**src/rtl/core/swrs_pkg.sv**
```systemverilog
// Shared constants and types for the sliding window regression slope block.
package swrs_pkg;

	localparam int PRICE_W = 32;
	localparam int PERIOD_W = 8;
	localparam int MAX_WINDOW = 256;
	localparam int ADDR_W = $clog2(MAX_WINDOW);
	localparam int FILL_W = ADDR_W + 1;
	localparam int FRACTION_BITS = 16;
	localparam int SP_W = 41;
	localparam int SW_W = 49;
	localparam int TERM_W = 51;
	localparam int NUM_W = 56;
	localparam int DEN_W = 24;
	localparam int SLOPE_W = 49;
	localparam int DIVIDEND_W = NUM_W + FRACTION_BITS;
	localparam int CNT_W = $clog2(DIVIDEND_W + 1);

	typedef struct packed {
		logic signed [NUM_W-1:0] num;
		logic [DEN_W-1:0] den;
	} job_t;

endpackage

```
**src/rtl/core/swrs_queue.sv**
```systemverilog
// Two-entry queue of division jobs between the front and back ends.
module swrs_queue (
	input  logic clk,
	input  logic arst_n,
	input  logic push,
	input  swrs_pkg::job_t push_job,
	output logic full,
	input  logic pop,
	output logic empty,
	output swrs_pkg::job_t pop_job
);

	swrs_pkg::job_t slot_q [2];
	logic wr_q;
	logic rd_q;
	logic [1:0] cnt_q;

	assign full = (cnt_q == 2'd2);
	assign empty = (cnt_q == 2'd0);
	assign pop_job = slot_q[rd_q];

	always_ff @(posedge clk) begin
		if (push && !full) begin
			slot_q[wr_q] <= push_job;
		end
	end

	always_ff @(posedge clk or negedge arst_n) begin
		if (!arst_n) begin
			wr_q <= 1'b0;
			rd_q <= 1'b0;
			cnt_q <= '0;
		end else begin
			if (push && !full) begin
				wr_q <= !wr_q;
			end
			if (pop && !empty) begin
				rd_q <= !rd_q;
			end
			cnt_q <= cnt_q + 2'((push && !full) ? 1 : 0) - 2'((pop && !empty) ? 1 : 0);
		end
	end

endmodule

```
**config.mk**
```make
export PLATFORM = sky130hd
export DESIGN_NAME = swrs_queue
export DESIGN_NICKNAME = d
export VERILOG_FILES = /design/src/rtl/core/swrs_pkg.sv /design/src/rtl/core/swrs_queue.sv
export SDC_FILE = /design/constraint.sdc
export NUM_CORES = 1
export LEC_CHECK = 0
export BUFFER_PORTS_ARGS = -buffer_cell sky130_fd_sc_hd__buf_2
export CORE_MARGIN = 2
export CORE_UTILIZATION = 47
export CTS_CLUSTER_SIZE = 28
export DETAILED_ROUTE_END_ITERATION = 10
export GPL_TIMING_DRIVEN = 0
export PLACE_DENSITY = 0.83
export SETUP_SLACK_MARGIN = 0.2
export SKIP_LAST_GASP = 1
export SLEW_MARGIN = 20
export SYNTH_ARGS = -nofsm -noshare
export SYNTH_HDL_FRONTEND = slang
export SYNTH_SLANG_ARGS = --single-unit
```
**constraint.sdc**
```tcl
create_clock -name clk -period 4.25 [get_ports clk]
set_clock_uncertainty 0.1 [all_clocks]
set_input_delay 0 -clock clk [delete_from_list [all_inputs] [get_ports clk]]
set_output_delay 0 -clock clk [all_outputs]
set_load 0.03 [all_outputs]
```
## After elaboration in Yosys (flattened, before gate mapping)

Memories as Yosys holds them, arrays and structs flattened.
Cells that the tools add are included.

- Output and inout bits: 82
- RAM bits: 160
- Logic and storage cells: 18
- Memories kept: 1
- Bits in registers: 4
- Bits of input ports: 84

Memories:

| memory | depth | width | rd ports | clocked after memory_dff | write ports | RTL line | text |
|---|---|---|---|---|---|---|---|
| slot_q | 2 | 80 | 1 | 0 | 1 | swrs_queue.sv:13 | `swrs_pkg::job_t slot_q [2];` |

- Multiplexer cells: 4
- $add $sub $neg: 2
- Reduce and logical (&&, ||, !) cells: 7
- Equal/unequal tests: 1

Operator list:

| kind | count |
|---|---|
| 1-bit logical NOT | 4 |
| 1-bit 2-to-1 mux | 4 |
| 2-bit by 1-bit adder with 2-bit output | 1 |
| 2-bit equality test (second input constant) | 1 |
| 1-bit logical AND | 2 |
| 2-bit logical NOT | 1 |
| 2-bit by 1-bit subtractor with 2-bit output | 1 |

## Longest topological paths before layout

- Word-level depth: 6
- Gate-level depth with buffers: 7
- Depth with buffers taken out: 7

## Least setup slack after synthesis

OpenSTA, ideal clock, no wires.

- Path type: register to register
- Start point: register cnt_q[1]
- End point: memory slot_q[0][0] (netlist name) (enable)
- Cell stages (with the launch flop): 4
- Required time: 3.631 ns
- Arrival time: 3.932 ns
- Path buffers: 0
- Clock period less this slack: 4.550 ns
- Library setup time: 0.519 ns
- Setup slack: -0.300 ns
- Cells stage by stage: dfrtp_1 -> nand2b_1 -> nand2_1 -> nor2_1

- Longest elaborated chain between the ends: 5

Ends and longest elaborated chain:

| element | RTL line | text |
|---|---|---|
| from (decl) | swrs_queue.sv:16 | `logic [1:0] cnt_q;` |
| from (signal assigned) | swrs_queue.sv:40 | `cnt_q <= cnt_q + 2'((push && !full) ? 1 : 0) - 2'((pop && !empty) ? 1 : 0);` |
| 2-bit equality test | swrs_queue.sv:18 | `assign full = (cnt_q == 2'd2);` |
| 1-bit logical NOT | swrs_queue.sv:23 | `if (push && !full) begin` |
| 1-bit logical AND | swrs_queue.sv:23 |  |
| 1-bit 2-to-1 mux | swrs_queue.sv:23 |  |
| 1-bit 2-to-1 mux (not written as such) | swrs_queue.sv:24 | `slot_q[wr_q] <= push_job;` |
| to (decl) | swrs_queue.sv:13 |  |

No other way between the ends.

## Final worst setup path

- Start point: register cnt_q[1]
- End point: memory slot_q[0][3] (netlist name) (enable)

The elaborated chain is that of the path after synthesis.

==> results.rst <==
.. list-table::
   :header-rows: 1

   * - Metric
     - Value
   * - Result of the run
     - complete, no violations
   * - Net switching component of the power
     - 0.002151 W
   * - Die width
     - 120.4 um
   * - Clock root cell
     - sky130_fd_sc_hd__clkbuf_16
   * - Fill count
     - 878
   * - Maximum number of pins on one net before global-route repair
     - 42
   * - Clock Latency Late Sink
     - 0.41 ns
   * - Wire length of the first global-routing pass
     - 18.23 mm
   * - Post-synth ARST share
     - 2.439%
   * - Combinational cell fraction of total power
     - 41.8%
   * - Total non-filler cell area in the finished layout
     - 8848 um^2
   * - Routed Wire Length
     - 12.01 mm
   * - Global-route congestion overflow total
     - 0
   * - Sequential Power Share
     - 37.3%
   * - Max Freq
     - 492.0 MHz
   * - Floorplan die area
     - 14,500 um^2
   * - Overall fraction of global-route tracks in use
     - 16.80%
   * - Final Hold Vio Count
     - 0
   * - RePlAce Congestion
     - 0.6769
   * - Number of DRC markers after the initial detailed-route iteration
     - 180
   * - Clock network power share
     - 20.9%
   * - P_int
     - 0.004053 W
   * - Xor-xnor portion of the synthesized cell area
     - 0.5499%
   * - Fraction of the mapped netlist area in compound gates
     - 0%
   * - Post-layout util
     - 66.82%
   * - Area share of the leading cell type in the synthesized netlist
     - 75.41%
   * - Quantity of hold-fixing buffers added after cts
     - 84
   * - Final critical-path share of the clock period
     - 47.83%
   * - Clock tree from TritonCTS
     - yes
   * - Final routed wire length divided by cell count
     - 16.50 um
   * - Max-slew violation count
     - 0
   * - Tightest Pin Transition
     - 0.6043 ns
   * - Setup repair bufs after CTS
     - 0
   * - CTS Buf Count
     - 17
   * - Post-route DRC
     - 0
   * - Syn nets
     - 353
   * - Final Net Count
     - 625
   * - Top area cells in the synthesized netlist
     - sky130_fd_sc_hd__edfxtp_1 (75%), sky130_fd_sc_hd__mux2_4 (19%), sky130_fd_sc_hd__buf_12 (2.5%)
   * - Antenna cell count
     - 0
   * - Cell with the most instances after synthesis
     - sky130_fd_sc_hd__edfxtp_1
   * - Power density over the cells
     - 701.1 nW/um^2
   * - Arithmetic-cell share of the synthesized area counting full adders, half adders and majority gates
     - 0.3928%
   * - Die H
     - 120.4 um
   * - Share of final-layout standard cells stronger than drive strength 1
     - 51.63%
   * - Min-delay worst type
     - in -> reg
   * - Clock-pin slew of the registers on the worst-case setup and hold paths
     - 0.06 ns
   * - Number of I/O port buffers
     - 165
   * - Count of state elements after synthesis
     - 164
   * - Final setup violation count
     - 0
   * - Required time at the worst-slack endpoint
     - 4.25 ns
   * - Switching portion of total power
     - 34.67%
   * - Peak supply drop
     - 0.4665 mV
   * - Post-Syn Instances
     - 267
   * - Worst EP arrival
     - 2.03 ns
   * - Drt via density
     - 4.720
   * - Worst max-slew margin expressed relative to the limit
     - 59.72%
   * - Remaining antenna violation count after routing
     - 0
   * - Post-Place Setup Slack
     - 2.258 ns
   * - CTS H-tree depth
     - 4
   * - Number of global-route vias before repair
     - 3,750
   * - Number of detailed-routing iterations run before antenna repair
     - 4
   * - Kind of launch point of the worst setup path
     - flop
   * - Minimum clock period after layout
     - 2.033 ns
   * - Floorplan Core Area
     - 13,240 um^2
   * - Max-Cap Viols
     - 0
   * - Leak Pwr
     - 3.597 nW
   * - RSZ-0062 raised after global routing
     - false
   * - Proportion of synthesized chip area in sequential cells
     - 76.98%
   * - Final HPWL from detailed placement
     - 7.288 mm
   * - Cell types with the highest counts after synthesis
     - sky130_fd_sc_hd__edfxtp_1 (160), sky130_fd_sc_hd__mux2_4 (79), sky130_fd_sc_hd__buf_12 (8), sky130_fd_sc_hd__dfrtp_1 (4), sky130_fd_sc_hd__xnor2_1 (3)
   * - Count of synthesis-stage warnings from yosys
     - 0
   * - Top cell type by total area after synthesis
     - sky130_fd_sc_hd__edfxtp_1
   * - Row count
     - 42
   * - Number of instances resized during post-cts repair
     - 0
   * - Sum of negative setup slack
     - 0 ns
   * - Least setup slack across all paths after layout
     - 2.217 ns
   * - Mapped Area
     - 6371 um^2
   * - Main combinational cell family by area after synthesis
     - multiplexers
   * - TritonCTS Sinks
     - 164
   * - Number of flops mapped to enable cells by yosys
     - 160
   * - Initial core utilization
     - 48.11%
   * - Predominant post-synthesis flop cell
     - sky130_fd_sc_hd__edfxtp_1
   * - Placed cell area
     - 7505 um^2
   * - Peak fanout along the critical path
     - 28
   * - Average cell area after synthesis
     - 23.86 um^2
   * - Antenna violations before repair
     - 0
   * - Sort of element at the end of the critical path
     - flop
   * - Number of top-level design ports
     - 166
   * - CTS max path bufs
     - 2
   * - Synth unique cells
     - 15
   * - Total number of vias
     - 3,436
   * - Setup Crit Path Kind
     - reg -> reg
   * - Synthesis-to-layout area growth
     - 38.88%
   * - Share of synthesized cell area in and, or, nand and nor gates
     - 0.4713%
   * - Multiplexer area fraction after synthesis
     - 18.79%
[cell families (layout without fill, tap and decap cells)]
logic type,Yosys count,count (layout)
multiplexers,80,80
adder cells (fa/ha/maj),2,2
flip-flops,164,164
AND/OR/NAND/NOR,6,6
XOR/XNOR,4,4
buffers and inverters,11,296
[per-layer routing]
metal	up-vias	part of all wire, %	GRT usage (%)
li1	1604	-	-
met1	1680	39	18.19
met2	135	54	30.69
met3	17	5.2	5.660
met4	0	1.4	5.596
met5	-	0	0
[through the flow]
stage	hold WS [ns]	std cells	power, W
finish	0.2102	728	0.006204
CTS	0.1871	728	0.006238
detailed placement	-0.2845	612	0.004875
global route	0.1992	728	0.006454
global placement	-0.2935	608	0.004802
floorplan	-0.3956	267	0.004280
[power by group through the flow]
stage	sequential (W)	combinational, W	clock (W)
floorplan	0.00234	0.00194	0
global placement	0.00236	0.00244	0
detailed placement	0.00234	0.00253	0
CTS	0.00231	0.00260	0.00133
global route	0.00234	0.00272	0.00139
finish	0.00232	0.00259	0.00130
[placed cells by master, fill, tap and decap left out]
cell type and instances:
sky130_fd_sc_hd__xnor2_1 3, sky130_fd_sc_hd__buf_12 11, sky130_fd_sc_hd__clkinvlp_4 3, sky130_fd_sc_hd__buf_6 1, sky130_fd_sc_hd__nor2b_1 1, sky130_fd_sc_hd__clkbuf_1 3
sky130_fd_sc_hd__nand2_1 1, sky130_fd_sc_hd__xor2_1 1, sky130_fd_sc_hd__buf_8 1, sky130_fd_sc_hd__inv_1 2, sky130_fd_sc_hd__nand2b_1 1, sky130_fd_sc_hd__ha_1 2
sky130_fd_sc_hd__nor2_1 1, sky130_fd_sc_hd__clkinv_2 4, sky130_fd_sc_hd__dfrtp_1 4, sky130_fd_sc_hd__mux2_4 79, sky130_fd_sc_hd__edfxtp_1 160, sky130_fd_sc_hd__clkbuf_16 17
sky130_fd_sc_hd__clkinv_1 4, sky130_fd_sc_hd__buf_2 165, sky130_fd_sc_hd__mux2_2 1, sky130_fd_sc_hd__clkinv_4 1, sky130_fd_sc_hd__nor2_4 1, sky130_fd_sc_hd__dlygate4sd3_1 84
sky130_fd_sc_hd__and3_4 1
[cell type report]
type | count | area [um^2] | area share [%]
flip-flops and latches | 164 | 4905 | 55.43
repair buffers | 253 | 1742 | 19.68
multi-input cells | 92 | 1300 | 14.69
clock buffers | 20 | 436.7 | 4.935
well taps | 176 | 220.2 | 2.489
plain buffers | 9 | 171.4 | 1.937
clock inverters | 12 | 66.31 | 0.7494
inverters | 2 | 7.507 | 0.08484
[worst max-delay path, stage by stage (launching register included)]
cell and delay [ns]:
sky130_fd_sc_hd__dfrtp_1 0.41, sky130_fd_sc_hd__nand2b_1 0.14, sky130_fd_sc_hd__nand2_1 0.17, sky130_fd_sc_hd__nor2_4 0.44, sky130_fd_sc_hd__buf_8 0.23, sky130_fd_sc_hd__buf_12 0.21
[state kept, by name, summed over array words and instances, names as in the netlist]
| register | count |
|---|---|
| rd_q | 1 |
| slot_q | 160 |
| cnt_q | 2 |
| wr_q | 1 |
[final timing paths]
kind	from	end	slack, ns	cells after the start
max	cnt_q[1]	slot_q[0][3]	2.22	5
min	push_job[68]	slot_q[1][68]	0.21	2
max reg2reg	cnt_q[1]	slot_q[0][3]	2.22	5
min reg2reg	cnt_q[1]	cnt_q[1]	0.44	1
max in group asynchronous	arst_n	rd_q	3.47	3
min in group asynchronous	arst_n	cnt_q[0]	0.40	3
Note: power is estimated with default switching activity, not from simulation.
