**config.mk**
```make
export PLATFORM = sky130hd
export DESIGN_NAME = swrs_back
export DESIGN_NICKNAME = d
export VERILOG_FILES = /design/src/rtl/core/swrs_pkg.sv /design/src/rtl/core/swrs_back.sv
export SDC_FILE = /design/constraint.sdc
export NUM_CORES = 1
export LEC_CHECK = 0
export ABC_AREA = 0
export CAP_MARGIN = 25
export CORE_MARGIN = 3
export CORE_UTILIZATION = 47
export CTS_CLUSTER_SIZE = 25
export DETAILED_ROUTE_END_ITERATION = 8
export DONT_BUFFER_PORTS = 1
export PLACE_DENSITY = 0.63
export SLEW_MARGIN = 20
export SYNTH_ARGS = -nofsm -noshare
export SYNTH_HDL_FRONTEND = slang
export SYNTH_SLANG_ARGS = --single-unit
```
**constraint.sdc**
```tcl
create_clock -name clk -period 7 [get_ports clk]
set_input_delay 0.35 -clock clk [delete_from_list [all_inputs] [get_ports clk]]
set_output_delay 0.35 -clock clk [all_outputs]
set_load 0.02 [all_outputs]
```
**src/rtl/core/swrs_pkg.sv**
```systemverilog
// Shared constants and types for the sliding window regression slope block.
package swrs_pkg;

	localparam int PRICE_W = 32;
	localparam int PERIOD_W = 8;
	localparam int MAX_WINDOW = 256;
	localparam int ADDR_W = $clog2(MAX_WINDOW);
	localparam int FILL_W = ADDR_W + 1;
	localparam int FRACTION_BITS = 16;
	localparam int SP_W = 41;
	localparam int SW_W = 49;
	localparam int TERM_W = 51;
	localparam int NUM_W = 56;
	localparam int DEN_W = 24;
	localparam int SLOPE_W = 49;
	localparam int DIVIDEND_W = NUM_W + FRACTION_BITS;
	localparam int CNT_W = $clog2(DIVIDEND_W + 1);

	typedef struct packed {
		logic signed [NUM_W-1:0] num;
		logic [DEN_W-1:0] den;
	} job_t;

endpackage

```
**src/rtl/core/swrs_back.sv**
```systemverilog
// Back end: bit-serial divider with saturation and the output register.
module swrs_back (
	input  logic clk,
	input  logic arst_n,
	input  logic q_empty,
	output logic q_pop,
	input  swrs_pkg::job_t q_job,
	output logic out_valid,
	input  logic out_stall,
	output logic signed [swrs_pkg::SLOPE_W-1:0] slope
);

	localparam logic [1:0] B_IDLE = 2'd0;
	localparam logic [1:0] B_DIV = 2'd1;
	localparam logic [1:0] B_FIN = 2'd2;
	localparam logic [1:0] B_OUT = 2'd3;
	localparam logic [swrs_pkg::DIVIDEND_W-1:0] POS_LIM =
		swrs_pkg::DIVIDEND_W'((swrs_pkg::DIVIDEND_W'(1) << (swrs_pkg::SLOPE_W - 1)) - 1);
	localparam logic [swrs_pkg::DIVIDEND_W-1:0] NEG_LIM =
		swrs_pkg::DIVIDEND_W'(1) << (swrs_pkg::SLOPE_W - 1);

	logic [1:0] state_q;
	logic [swrs_pkg::CNT_W-1:0] cnt_q;
	logic neg_q;
	logic [swrs_pkg::DIVIDEND_W-1:0] dvd_q;
	logic [swrs_pkg::DIVIDEND_W-1:0] quo_q;
	logic [swrs_pkg::DEN_W-1:0] rem_q;
	logic [swrs_pkg::DEN_W-1:0] den_q;
	logic signed [swrs_pkg::SLOPE_W-1:0] slope_q;

	logic [swrs_pkg::NUM_W-1:0] mag;
	logic [swrs_pkg::DEN_W:0] trial;
	logic fits;
	logic [swrs_pkg::DIVIDEND_W-1:0] lim;
	logic [swrs_pkg::DIVIDEND_W-1:0] res;

	assign q_pop = (state_q == B_IDLE) && !q_empty;
	assign mag = q_job.num[swrs_pkg::NUM_W-1] ? swrs_pkg::NUM_W'(-q_job.num) :
		swrs_pkg::NUM_W'(q_job.num);
	assign trial = {rem_q, dvd_q[swrs_pkg::DIVIDEND_W-1]};
	assign fits = (trial >= {1'b0, den_q});
	assign lim = neg_q ? NEG_LIM : POS_LIM;
	assign res = (quo_q > lim) ? lim : quo_q;
	assign out_valid = (state_q == B_OUT);
	assign slope = slope_q;

	always_ff @(posedge clk) begin
		unique case (state_q)
			B_IDLE: begin
				if (!q_empty) begin
					neg_q <= q_job.num[swrs_pkg::NUM_W-1];
					dvd_q <= {mag, {swrs_pkg::FRACTION_BITS{1'b0}}};
					den_q <= q_job.den;
					rem_q <= '0;
					quo_q <= '0;
				end
			end
			B_DIV: begin
				rem_q <= fits ? swrs_pkg::DEN_W'(trial - {1'b0, den_q}) :
					trial[swrs_pkg::DEN_W-1:0];
				quo_q <= {quo_q[swrs_pkg::DIVIDEND_W-2:0], fits};
				dvd_q <= dvd_q << 1;
			end
			B_FIN: begin
				slope_q <= neg_q ? swrs_pkg::SLOPE_W'(-res) : swrs_pkg::SLOPE_W'(res);
			end
			B_OUT: begin
			end
			default: begin
			end
		endcase
	end

	always_ff @(posedge clk or negedge arst_n) begin
		if (!arst_n) begin
			state_q <= B_IDLE;
			cnt_q <= '0;
		end else begin
			unique case (state_q)
				B_IDLE: begin
					if (!q_empty) begin
						cnt_q <= swrs_pkg::CNT_W'(swrs_pkg::DIVIDEND_W - 1);
						state_q <= B_DIV;
					end
				end
				B_DIV: begin
					cnt_q <= cnt_q - swrs_pkg::CNT_W'(1);
					if (cnt_q == '0) begin
						state_q <= B_FIN;
					end
				end
				B_FIN: state_q <= B_OUT;
				B_OUT: begin
					if (!out_stall) begin
						state_q <= B_IDLE;
					end
				end
				default: state_q <= B_IDLE;
			endcase
		end
	end

endmodule

```
### Yosys cells after proc, flatten, opt, wreduce, memory -nomap -nowiden

Index checks and enable logic that the tools add are counted.

* flip-flop bits (word level): 251
* output and inout port bits: 51
* input port bits: 84

* add/subtract/negate cells: 4
* mux-type cells: 17
* reduce and logical (&&, ||, !) cells: 8
* bitwise logic cells: 1
* $lt $le $gt $ge: 2
* equality and inequality tests: 6

Operators with widths (count)
* 72-bit case mux with 2 select lines: 2
* 49-bit two-way mux: 3
* 72-bit two-way mux: 2
* 72-bit by 49-bit > comparator with 1-bit output: 1
* 56-bit two-way mux: 1
* 56-bit negation: 1
* 49-bit negation: 1
* 24-bit two-way mux: 2
* 24-bit case mux with 2 select lines: 1
* 25-bit by 24-bit greater-or-equal comparator with 1-bit output: 1
* 24-bit subtractor: 1
* 7-bit case mux with 2 select lines: 1
* 2-bit case mux with 4 select lines: 1
* 7-bit zero test: 1
* 7-bit two-way mux: 1
* 7-bit by 1-bit subtractor with 7-bit output (second input constant): 1
* 2-bit two-way mux: 3
* 2-bit != test (second input constant): 3
* 2-bit equality test (second input constant): 2
* 2-bit AND reduction: 2
* 3-bit AND reduction: 1
* 2-bit by 1-bit equality test with 1-bit output (second input constant): 1
* 2-bit zero test: 1
* 2-bit nonzero test: 1
* other kinds (3): 3

### Logic depth before layout (Yosys ltp)

Gate-level depths: netlist of run 1.

* depth after elaboration: 5
* gate-level depth with buffers: 22
* depth with buffers taken out: 18

### Worst setup path after synthesis of run 1

OpenSTA, ideal clock, no wires.

* kind: register to register
* start: reg neg_q
* end: reg slope_q (netlist bit slope[48]) (data pin)
* period minus slack after synthesis: 6.236 ns
* arrival time: 5.975 ns
* path buffers: 4
* cell stages (with the launch flop): 22
* data required time: 6.739 ns
* setup slack: 0.764 ns
* cells stage by stage: edfxtp_1 -> clkinv_1 -> clkbuf_1 -> clkbuf_1 -> ha_1 -> nand4_1 -> nor4_1 -> nand4_1 -> o32ai_1 -> or2_2 -> clkbuf_1 -> nor2_1 -> a21oi_1 -> ha_1 -> clkbuf_1 -> inv_1 -> nor3_1 -> and2_1 -> nand3_1 -> nor4_1 -> nor4_1 -> a311o_1

* longest elaborated chain between the ends: 5

RTL lines
* start: declaration: RTL line swrs_back.sv:24 `logic neg_q;`
* start signal: assignment: RTL line swrs_back.sv:51 `neg_q <= q_job.num[swrs_pkg::NUM_W-1];`
* 49-bit two-way mux: RTL line swrs_back.sv:42 `assign lim = neg_q ? NEG_LIM : POS_LIM;`
* 72-bit by 49-bit > comparator with 1-bit output: RTL line swrs_back.sv:43 `assign res = (quo_q > lim) ? lim : quo_q;`
* 49-bit two-way mux: RTL line swrs_back.sv:43
* 49-bit negation: RTL line swrs_back.sv:65 `slope_q <= neg_q ? swrs_pkg::SLOPE_W'(-res) : swrs_pkg::SLOPE_W'(res);`
* 49-bit two-way mux (*): RTL line swrs_back.sv:65
* end signal: assignment: RTL line swrs_back.sv:65
* end: declaration: RTL line swrs_back.sv:29 `logic signed [swrs_pkg::SLOPE_W-1:0] slope_q;`

Mark *: on every way between the ends. The rest lies on a longest branch, timed or not.
A chain may end at the register's enable or synchronous reset.

### Worst setup path after layout of run 1

Ends and elaborated chain as after synthesis.

==> impl_metrics.yaml, run 1 <==
sta:
  tightest_slew_ns: 0.965
  skew_ns: 0.00986
  report.final.setup_viol: 0
  relSlewSlack_pct: 35.5
  slew_viol_final: 0
  hold_violations: 0
  post-route-period-util_pct: 85.9
  max_freq_ghz: 0.166
  period_needed_ns: 6.01
  tns_ns: 0
  rsz0062_at_grt: "false"
pwr:
  ir_drop_mv: 0.299
  sw_frac_of_total_pct: 38.6
  p_leak_nw: 5.54
  power_mw: 6.87
  p_switching_mw: 2.65
  cellPowerDensity_nw_per_um2: 445
  seq_power_share_pct: 44.4
  combPwrFrac_pct: 35.6
  pwr-share-clk_pct: 20.0
  intPower_mw: 4.22
global_routing:
  grt_use_total_pct: 19.1
  grt_start_max_net_pins: 102
  grt_antenna_before_repair: 0
  grt_first_pass_wirelength_um: 49200
  grt_pass1_vias: 9496
  overflow: 0
floorplan:
  die_h_um: 178
  die-area_um2: 31600
  initial_core_util_pct: 48.0
  floorplan.io_pins: 135
  core_um2: 28900
  num_rows: 62
  fp.dieW_um: 178
layout:
  fill_cells: 2568
  multi_input_area_um2: 6510
  fin_util_pct: 53.3
  final_cell_mix: "226 x edfxtp_1, 140 x o21ai_0, 135 x nand2_1"
  fin_nets: 1514
  seq_area_um2: 7010
  final_common_cell: "edfxtp_1"
  n_antenna_cell: 0
  drive_above_1_share_pct: 6.23
  area_delta_synth_final_pct: 11.1
setup_path:
  critPathSlowestCell: "or2_2"
  r2r-start: "neg_q$_DFFE_PP_"
  cp_max_fo: 46
  startpoint_type: "flop"
  crit_top_cell: "nor4_1"
  cpPeakStageDelay_ns: 0.60
  reg2reg_depth: 19
  reg2reg_to: "slope[48]$_DFFE_PP_"
  r2r_slack_ns: 0.99
  required_ns: 7.27
  path_cells: "buf_4, ha_1, nand4_1, nor2_1, a221o_1, or3_1, nor4_1, buf_4, or2_2, nor2_1, a21oi_1, ha_1, inv_1, nor3_1, and2_1, nand3_1, nor4_1, nor4_1, a311o_1"
  end_kind: "flop"
  critPathKind: "reg2reg"
  critPathArrivalTime_ns: 6.29
clock_network:
  clkSlewWorstSetupHoldPaths_ns: 0.06
  root_buffer: "clkbuf_16"
  cts_tree: "built"
  numCtsBuffers: 26
  htreeDepth: 1
  clock-sinks: 235
  clk_latency_ns: 0.54
  cts.path.max_buffers: 3
  post_cts_resized: 0
routing:
  drtPass1Iterations: 5
  vias: 10091
  drtIter0Drc: 722
  postRouteAntennaNets: 0
  drt-total-wl_um: 30500
  wl_per_cell_um: 17.5
  viasPerCell: 5.77
  remaining_drc_errors: 0
synth:
  synth_enable_flop_cells: 226
  ys_warn_count: 0
  ys_seq_area_share_pct: 50.5
  netlist_instances: 1338
  synth-main-ff-cell: "edfxtp_1"
  avgSynthCellArea_um2: 10.4
  synth-seq-cells: 235
  synth_cell_types: 66
  synth_nets: 1504
  syn_area_um2: 13900
  synthArstFlopShare_pct: 3.83
hold_path:
  holdCritStartpoint: "q_empty"
  worst_hold_path.num_cells: 2
  hold_end: "cnt_q[0]$_DFFE_PN0P_"
  hp-class: "in2reg"
placed_design:
  gp_congestion: 0.923
  numPortBuffers: 0
  place_hpwl_um: 20500
outcome:
  status: "finished clean"
flow_run:
  drv_cap: 0
==> power by group through the flow <==
| stage | Combinational, mW | Sequential (mW) | Clock, mW |
|---|---|---|---|
| 5_1_grt | 2.80 | 3.14 | 1.46 |
| 3_3_place_gp | 2.36 | 3.06 | 0 |
| 2_1_floorplan | 1.88 | 2.98 | 0 |
| 6_report | 2.45 | 3.05 | 1.37 |
| 4_1_cts | 2.44 | 3.06 | 1.41 |
| 3_5_place_dp | 2.42 | 3.07 | 0 |
==> stage by stage <==
stage	cell area [um2]	instances	hold WS [ns]	worst slack, ns
after floorplan	13900	1338	0.0544	0.764
after global routing	15400	1748	0.0396	0.545
after global placement	14300	1676	0.0549	1.30
after CTS	15400	1747	0.0227	1.05
after detailed placement	14300	1677	0.0548	1.09
final	15400	1748	0.0498	0.985
==> cells in the mapped netlist, drive strengths merged (4+ instances only) <==
library cell	number	area (um2)
edfxtp	226	6790
o21ai	147	736
nand2	135	507
ha	81	1010
a21oi	74	370
and2	72	450
nor2	64	240
xor2	56	490
clkbuf	52	195
inv	47	176
nor3	42	210
nand3	33	170
o31ai	25	193
a31oi	23	144
or3	23	144
nor4	20	161
or4	20	161
nand4	18	113
a2bb2oi	15	131
xnor2	14	123
a211oi	13	97.6
a21o	13	97.6
mux2i	12	120
or2	10	62.6
dfrtp	9	225
nand2b	8	50.1
o21a	8	60.1
nor2b	7	43.8
o41ai	7	68.8
and3	6	37.5
mux2	5	56.3
a21boi	4	30.0
buf	4	15.0
o211ai	4	30.0
o31a	4	35.0
==> layout make-up <==
class                      instances  share of cell area (%)
sequential                       235                    45.5
multi-input combinational        999                    42.2
clock buffer                      32                    4.43
tap                              384                    3.11
timing repair buffer              38                    2.48
inverter                          48                    1.20
clock inverter                    12                    1.09
==> registers in the layout, summed over array words and instances, names as in the netlist <==
register,flops
rem_q,24
slope,49
neg_q,1
dvd_q,56
state_q,2
cnt_q,7
quo_q,72
den_q,24
==> metal layers <==
layer	GRT usage [%]	vias up	part of all wire, %
met5	0	-	0
met3	3.57	39	5.5
met2	30.3	266	45
met1	27.0	4758	47
li1	-	5028	-
met4	5.04	0	2.2
==> cells by family after synthesis <==
family	after synthesis	synth area share, %
xor+xnor	70	4.42
mux	17	1.27
compound gates	360	15.9
flops	235	50.5
simple gates	470	17.7
buf+inv	104	2.81
fa+ha+maj	82	7.45
==> critical path, delay by kind of cell (launching register included) <==
family,cells,cell delay [ns]
AO/OA/AOI/OAI,3,0.82
adder cells (fa/ha/maj),2,0.73
buffers and inverters,3,0.83
flip-flops,1,0.37
AND/OR/NAND/NOR,11,2.97
==> worst max path at each step <==
stage	startpoint	slack (ns)	end	cells past startpoint
floorplan	neg_q$_DFFE_PP_	0.76	slope[48]$_DFFE_PP_	21
global placement	neg_q$_DFFE_PP_	1.30	slope[48]$_DFFE_PP_	19
detailed placement	neg_q$_DFFE_PP_	1.09	slope[48]$_DFFE_PP_	19
CTS	neg_q$_DFFE_PP_	1.05	slope[48]$_DFFE_PP_	19
global route	neg_q$_DFFE_PP_	0.55	slope[48]$_DFFE_PP_	19
finish	neg_q$_DFFE_PP_	0.99	slope[48]$_DFFE_PP_	19
==> timing repair <==
action / 4_1_cts / 5_1_grt
setup buffers: 0 / 0
hold buffers: 26 / 0
endpoints found under the hold margin: 34 / 0
setup endpoints to repair: 0 / 0
No activity file was read; power rests on OpenSTA's default activity.
==> inputs of run 2 (changes only) <==
--- a/config.mk
+++ b/config.mk
@@ -5,7 +5,7 @@
 export SDC_FILE = /design/constraint.sdc
 export NUM_CORES = 1
 export LEC_CHECK = 0
-export ABC_AREA = 0
+export ABC_AREA = 1
 export CAP_MARGIN = 25
 export CORE_MARGIN = 3
 export CORE_UTILIZATION = 47
==> impl_metrics.yaml, run 2 <==
outcome:
  status: "finished clean"
floorplan:
  die_h_um: 185
  fp.dieW_um: 185
  die-area_um2: 34200
  core_um2: 31100
  floorplan.io_pins: 135
  initial_core_util_pct: 48.4
  num_rows: 64
clock_network:
  clock-sinks: 235
  root_buffer: "clkbuf_16"
  numCtsBuffers: 27
  cts.path.max_buffers: 3
  htreeDepth: 1
  clkSlewWorstSetupHoldPaths_ns: 0.06
  cts_tree: "built"
  clk_latency_ns: 0.55
  post_cts_resized: 0
pwr:
  pwr-share-clk_pct: 22.8
  combPwrFrac_pct: 35.7
  cellPowerDensity_nw_per_um2: 424
  p_switching_mw: 2.73
  p_leak_nw: 7.51
  seq_power_share_pct: 41.5
  intPower_mw: 4.35
  sw_frac_of_total_pct: 38.5
  power_mw: 7.08
  ir_drop_mv: 0.349
sta:
  post-route-period-util_pct: 64.0
  period_needed_ns: 4.48
  rsz0062_at_grt: "false"
  slew_viol_final: 0
  layout_setup_ws_ns: 2.52
  report.final.setup_viol: 0
  hold_violations: 0
  tns_ns: 0
  max_freq_ghz: 0.223
  relSlewSlack_pct: 33.8
  timing.hold.ws_ns: 0.0269
  tightest_slew_ns: 0.994
  skew_ns: 0.0119
layout:
  drive_above_1_share_pct: 6.15
  area_delta_synth_final_pct: 11.1
  fin_nets: 2014
  fin_util_pct: 53.7
  final_cell_mix: "475 x nand2_1, 233 x inv_1, 226 x edfxtp_1"
  final_common_cell: "nand2_1"
  n_antenna_cell: 0
  design_area_um2: 16700
  layout.cells.non_filler: 2265
  largest_reg_flops: 72
  top_register: "quo_q"
  fill_cells: 2941
global_routing:
  grt_antenna_before_repair: 0
  overflow: 0
  grt_use_total_pct: 20.6
  grt_pass1_vias: 11671
  grt_start_max_net_pins: 106
  grt_first_pass_wirelength_um: 58200
setup_path:
  critPathArrivalTime_ns: 4.78
  end_kind: "flop"
  path_cells: "buf_12, clkinv_1, buf_4, ha_1, nand4_1, nor3_2, nand3_1, nand3_2, nand3_2, nand2_1, inv_1, ha_1, nand2_1, nor2_1, nand2_2, nor2_2, nand3_1, nand2_1, nand3_1, nand2_1, nand2_1, inv_1"
  critPathKind: "reg2reg"
  critPathSlowestCell: "nand3_2"
  required_ns: 7.30
  cp_max_fo: 100
  startpoint_type: "flop"
  cpPeakStageDelay_ns: 0.57
  crit_top_cell: "nand2_1"
routing:
  highest_layer: "met4"
  remaining_drc_errors: 0
  drtIter0Drc: 733
  postRouteAntennaNets: 0
  wl_met1_um: 16100
  met2RoutedLength_um: 15900
  wl_per_cell_um: 15.5
  drtPass1Iterations: 5
  wl_met3_um: 2020
  viasPerCell: 5.37
  vias: 12161
  drt-total-wl_um: 35100
placed_design:
  gp_congestion: 0.941
  post-place-cells: 2185
  place_area_um2: 15400
  post-place-ws_ns: 2.59
  numPortBuffers: 0
  place_hpwl_um: 25000
synth:
  synth_cell_types: 52
  yosys.area.top_type: "edfxtp_1"
  yosysMostFrequentCell: "nand2_1"
  synth-seq-cells: 235
  synth_common_cells: "475 x nand2_1, 233 x inv_1, 226 x edfxtp_1"
  synth_area_leaders: "edfxtp_1 45%, nand2_1 12%, ha_1 6.7%, inv_1 5.8%, nor2_1 5.1%"
  synth_nets: 2000
  synthArstFlopShare_pct: 3.83
  ys_seq_area_share_pct: 46.7
  avgSynthCellArea_um2: 8.19
  netlist_instances: 1834
  synth_enable_flop_cells: 226
  syn_area_um2: 15000
  ys_warn_count: 0
  synth-main-ff-cell: "edfxtp_1"
  synth_top_area_share_pct: 45.2
flow_run:
  drv_cap: 0
hold_path:
  hp-class: "in2reg"
==> run 2: cell count changes after synthesis, sizes merged, moves of 34 or more <==
cell   previous run  this run
nor2             64       220
xor2             56        22
nand2           135       488
nand3            33       108
and2             72         4
inv              47       237
==> run 2: final cells by class <==
type	instances	area (um2)	area share [%]
Sequential cell	235	7010	42.0
Multi-Input combinational cell	1306	6870	41.2
Clock buffer	29	683	4.09
Timing Repair Buffer	40	398	2.38
Inverter	238	893	5.35
Tap cell	396	495	2.97
Clock inverter	21	339	2.03
==> run 2: logic make-up after synthesis <==
kind of cell	synth area share (%)
xor+xnor	2.86
flops	46.7
compound gates	10.0
fa+ha+maj	6.88
simple gates	25.6
mux	0.150
buf+inv	7.84
==> run 2: repair_timing <==
item,in CTS,in global routing
setup buffers,0,0
hold buffers,29,0
endpoints found under the hold margin,37,0
==> run 2: worst max-delay path, delay by kind of cell, from the launching register on <==
family,cells,cell delay [ns]
adder cells (fa/ha/maj),2,0.54
buffers and inverters,5,0.86
flip-flops,1,0.37
AND/OR/NAND/NOR,15,2.37
==> run 2: path summary, 6_finish.rpt <==
check                                startpoint                endpoint  slack (ns)  cells past startpoint
setup / recovery                neg_q$_DFFE_PP_     slope[40]$_DFFE_PP_        2.52                     22
setup reg to reg                neg_q$_DFFE_PP_     slope[40]$_DFFE_PP_        2.52                     22
hold reg to reg            cnt_q[5]$_DFFE_PN0P_    cnt_q[5]$_DFFE_PN0P_        0.52                      1
hold / removal                        q_job[54]     dvd_q[46]$_DFFE_PP_        0.03                      2
max in group asynchronous                arst_n    cnt_q[2]$_DFFE_PN0P_        6.55                      1
min in group asynchronous                arst_n  state_q[1]$_DFFE_PN0P_        0.16                      1
==> run 2: power groups by stage <==
stage / Sequential, mW / Clock, mW / Combinational (mW)
finish: 2.94 / 1.62 / 2.53
global route: 3.01 / 1.71 / 2.95
CTS: 2.94 / 1.66 / 2.55
floorplan: 2.90 / 0 / 1.97
global placement: 2.94 / 0 / 2.45
detailed placement: 2.96 / 0 / 2.53
==> run 2: routing by layer <==
metal  GRT usage, %  up-vias
met5              0        -
met4           5.76        0
met3           3.93       52
met2           33.4      324
met1           28.4     5643
li1               -     6142
==> inputs of run 3 (changes only) <==
--- a/config.mk
+++ b/config.mk
@@ -12,7 +12,7 @@
 export CTS_CLUSTER_SIZE = 25
 export DETAILED_ROUTE_END_ITERATION = 8
 export DONT_BUFFER_PORTS = 1
-export PLACE_DENSITY = 0.63
+export PLACE_DENSITY = 0.65
 export SLEW_MARGIN = 20
 export SYNTH_ARGS = -nofsm -noshare
 export SYNTH_HDL_FRONTEND = slang
==> constraint.sdc (replaced) <==
create_clock -name clk -period 4.1 [get_ports clk]
set_input_delay 0.205 -clock clk [delete_from_list [all_inputs] [get_ports clk]]
set_output_delay 0.205 -clock clk [all_outputs]
set_load 0.02 [all_outputs]
==> impl_metrics.yaml, run 3 (synthesis results as in run 2) <==
layout:
  drive_above_1_share_pct: 7.18
  largest_reg_flops: 72
  fin_nets: 2082
  n_antenna_cell: 0
  final_common_cell: "nand2_1"
  layout.cells.non_filler: 2333
  area_delta_synth_final_pct: 15.5
  final_cell_mix: "475 x nand2_1, 232 x inv_1, 226 x edfxtp_1"
  top_register: "quo_q"
clock_network:
  htreeDepth: 1
  cts_tree: "built"
  root_buffer: "clkbuf_16"
  clk_latency_ns: 0.56
  cts.path.max_buffers: 3
  numCtsBuffers: 27
  clkSlewWorstSetupHoldPaths_ns: 0.06
  clock-sinks: 235
floorplan:
  initial_core_util_pct: 48.4
  floorplan.io_pins: 135
  die_h_um: 185
  die-area_um2: 34200
  fp.dieW_um: 185
  core_um2: 31100
  num_rows: 64
routing:
  drtPass1Iterations: 5
  postRouteAntennaNets: 0
  remaining_drc_errors: 0
  wl_per_cell_um: 15.7
  viasPerCell: 5.38
  drtIter0Drc: 934
  vias: 12560
  drt-total-wl_um: 36700
setup_path:
  cp_max_fo: 74
  crit_family: "simple AND/OR/NAND/NOR gates"
  critPathSlowestCell: "edfxtp_1"
  crit_top_cell: "nand2_1"
  required_ns: 4.41
  cpPeakStageDelay_ns: 0.41
  critPathArrivalTime_ns: 4.13
  startpoint_type: "flop"
  path_cells: "buf_12, ha_1, a21oi_1, nand3_1, a21oi_1, nand2_1, nand2_1, nand2_1, nand2_1, nand3_2, nand3_2, buf_12, nand3_1, nor2_1, nand2_1, buf_4, nor2_4, nand3_1, nand2_1, nand2_1, nand2_1, nand2_1"
  critPathKind: "reg2reg"
  crit_buf_inv: 3
  end_kind: "flop"
sta:
  tightest_slew_ns: 0.970
  hold_violations: 0
  period_needed_ns: 3.82
  report.final.setup_viol: 0
  post-route-period-util_pct: 93.2
  timing.hold.ws_ns: 0.0264
  relSlewSlack_pct: 35.2
  slew_viol_final: 0
  max_freq_ghz: 0.262
  skew_ns: 0.0152
global_routing:
  overflow: 0
  grt_antenna_before_repair: 0
  grt_first_pass_wirelength_um: 60700
  grt_use_total_pct: 21.6
  grt_start_max_net_pins: 119
  grt_pass1_vias: 12204
hold_path:
  hp-class: "in2reg"
pwr:
  cellPowerDensity_nw_per_um2: 695
  ir_drop_mv: 0.540
  p_leak_nw: 7.78
placed_design:
  post-place-cells: 2198
  gp_congestion: 0.956
  place_hpwl_um: 24900
  numPortBuffers: 0
flow_run:
  drv_cap: 0
outcome:
  status: "finished clean"
run 3: changes by cell type in the layout (fill, tap and decap cells not counted), moves of 3 or more:
cell	change
buf_12	+3
buf_4	+9
bufinv_16	-4
clkinv_1	-5
dlygate4sd3_1	+56
ha_1	-3
o21ai_0	-3
run 3: layout make-up:
class                      count  area, um2
tap                          396        495
clock inverter                19        248
clock buffer                  31        691
fill                        2838      13700
multi-input combinational   1306       6920
sequential                   235       7010
inverter                     238        906
timing repair buffer         108       1090
run 3: what timing repair did:
| action | in CTS | in global routing |
|---|---|---|
| hold endpoints to repair | 92 | 0 |
| gates resized for setup | 0 | 2 |
| hold buffers | 85 | 0 |
| setup buffers | 0 | 0 |
| setup endpoints to repair | 0 | 4 |
run 3: metal layers:
metal,up-vias,track usage [%],wire (um)
met1,5798,29.9,16400
met3,71,4.05,2580
li1,6286,-,-
met5,-,0,0
met2,405,35.3,16900
met4,0,5.46,918
run 3: power by group:
part / switching (mW) / leakage (nW) / total, mW / internal [mW]
Combinational: 2.98 / 5.05 / 4.51 / 1.53
Clock: 1.01 / 0.458 / 2.54 / 1.54
Sequential: 0.772 / 2.28 / 5.02 / 4.25
run 3: worst register-to-register path, delay by kind of cell (launching register included):
family | cells | cell delay (ns)
compound gates | 2 | 0.39
fa+ha+maj | 1 | 0.43
simple gates | 16 | 1.66
buf+inv | 3 | 0.68
flops | 1 | 0.41
run 3: through the flow:
step | power [mW] | area (um2) | setup WS, ns | utilization (%) | setup TNS [ns]
floorplan | 8.28 | 15100 | -0.343 | - | -4.02
finish | 12.1 | 17400 | 0.279 | 55.9 | 0
detailed placement | 9.48 | 15600 | 0.303 | 50.1 | 0
global placement | 9.34 | 15600 | 0.378 | 50.1 | 0
global route | 13.0 | 17400 | -0.0366 | 55.9 | -0.0366
CTS | 12.2 | 17300 | 0.294 | 55.8 | 0
run 3: path summary, 6_finish.rpt:
kind	startpoint	to	slack, ns	cells after the start
max	neg_q$_DFFE_PP_	slope[47]$_DFFE_PP_	0.28	22
min reg2reg	cnt_q[5]$_DFFE_PN0P_	cnt_q[5]$_DFFE_PN0P_	0.50	1
min	q_job[66]	dvd_q[58]$_DFFE_PP_	0.03	3
max in group asynchronous	arst_n	cnt_q[1]$_DFFE_PN0P_	3.24	2
max reg2reg	neg_q$_DFFE_PP_	slope[47]$_DFFE_PP_	0.28	22
min in group asynchronous	arst_n	state_q[1]$_DFFE_PN0P_	0.56	2
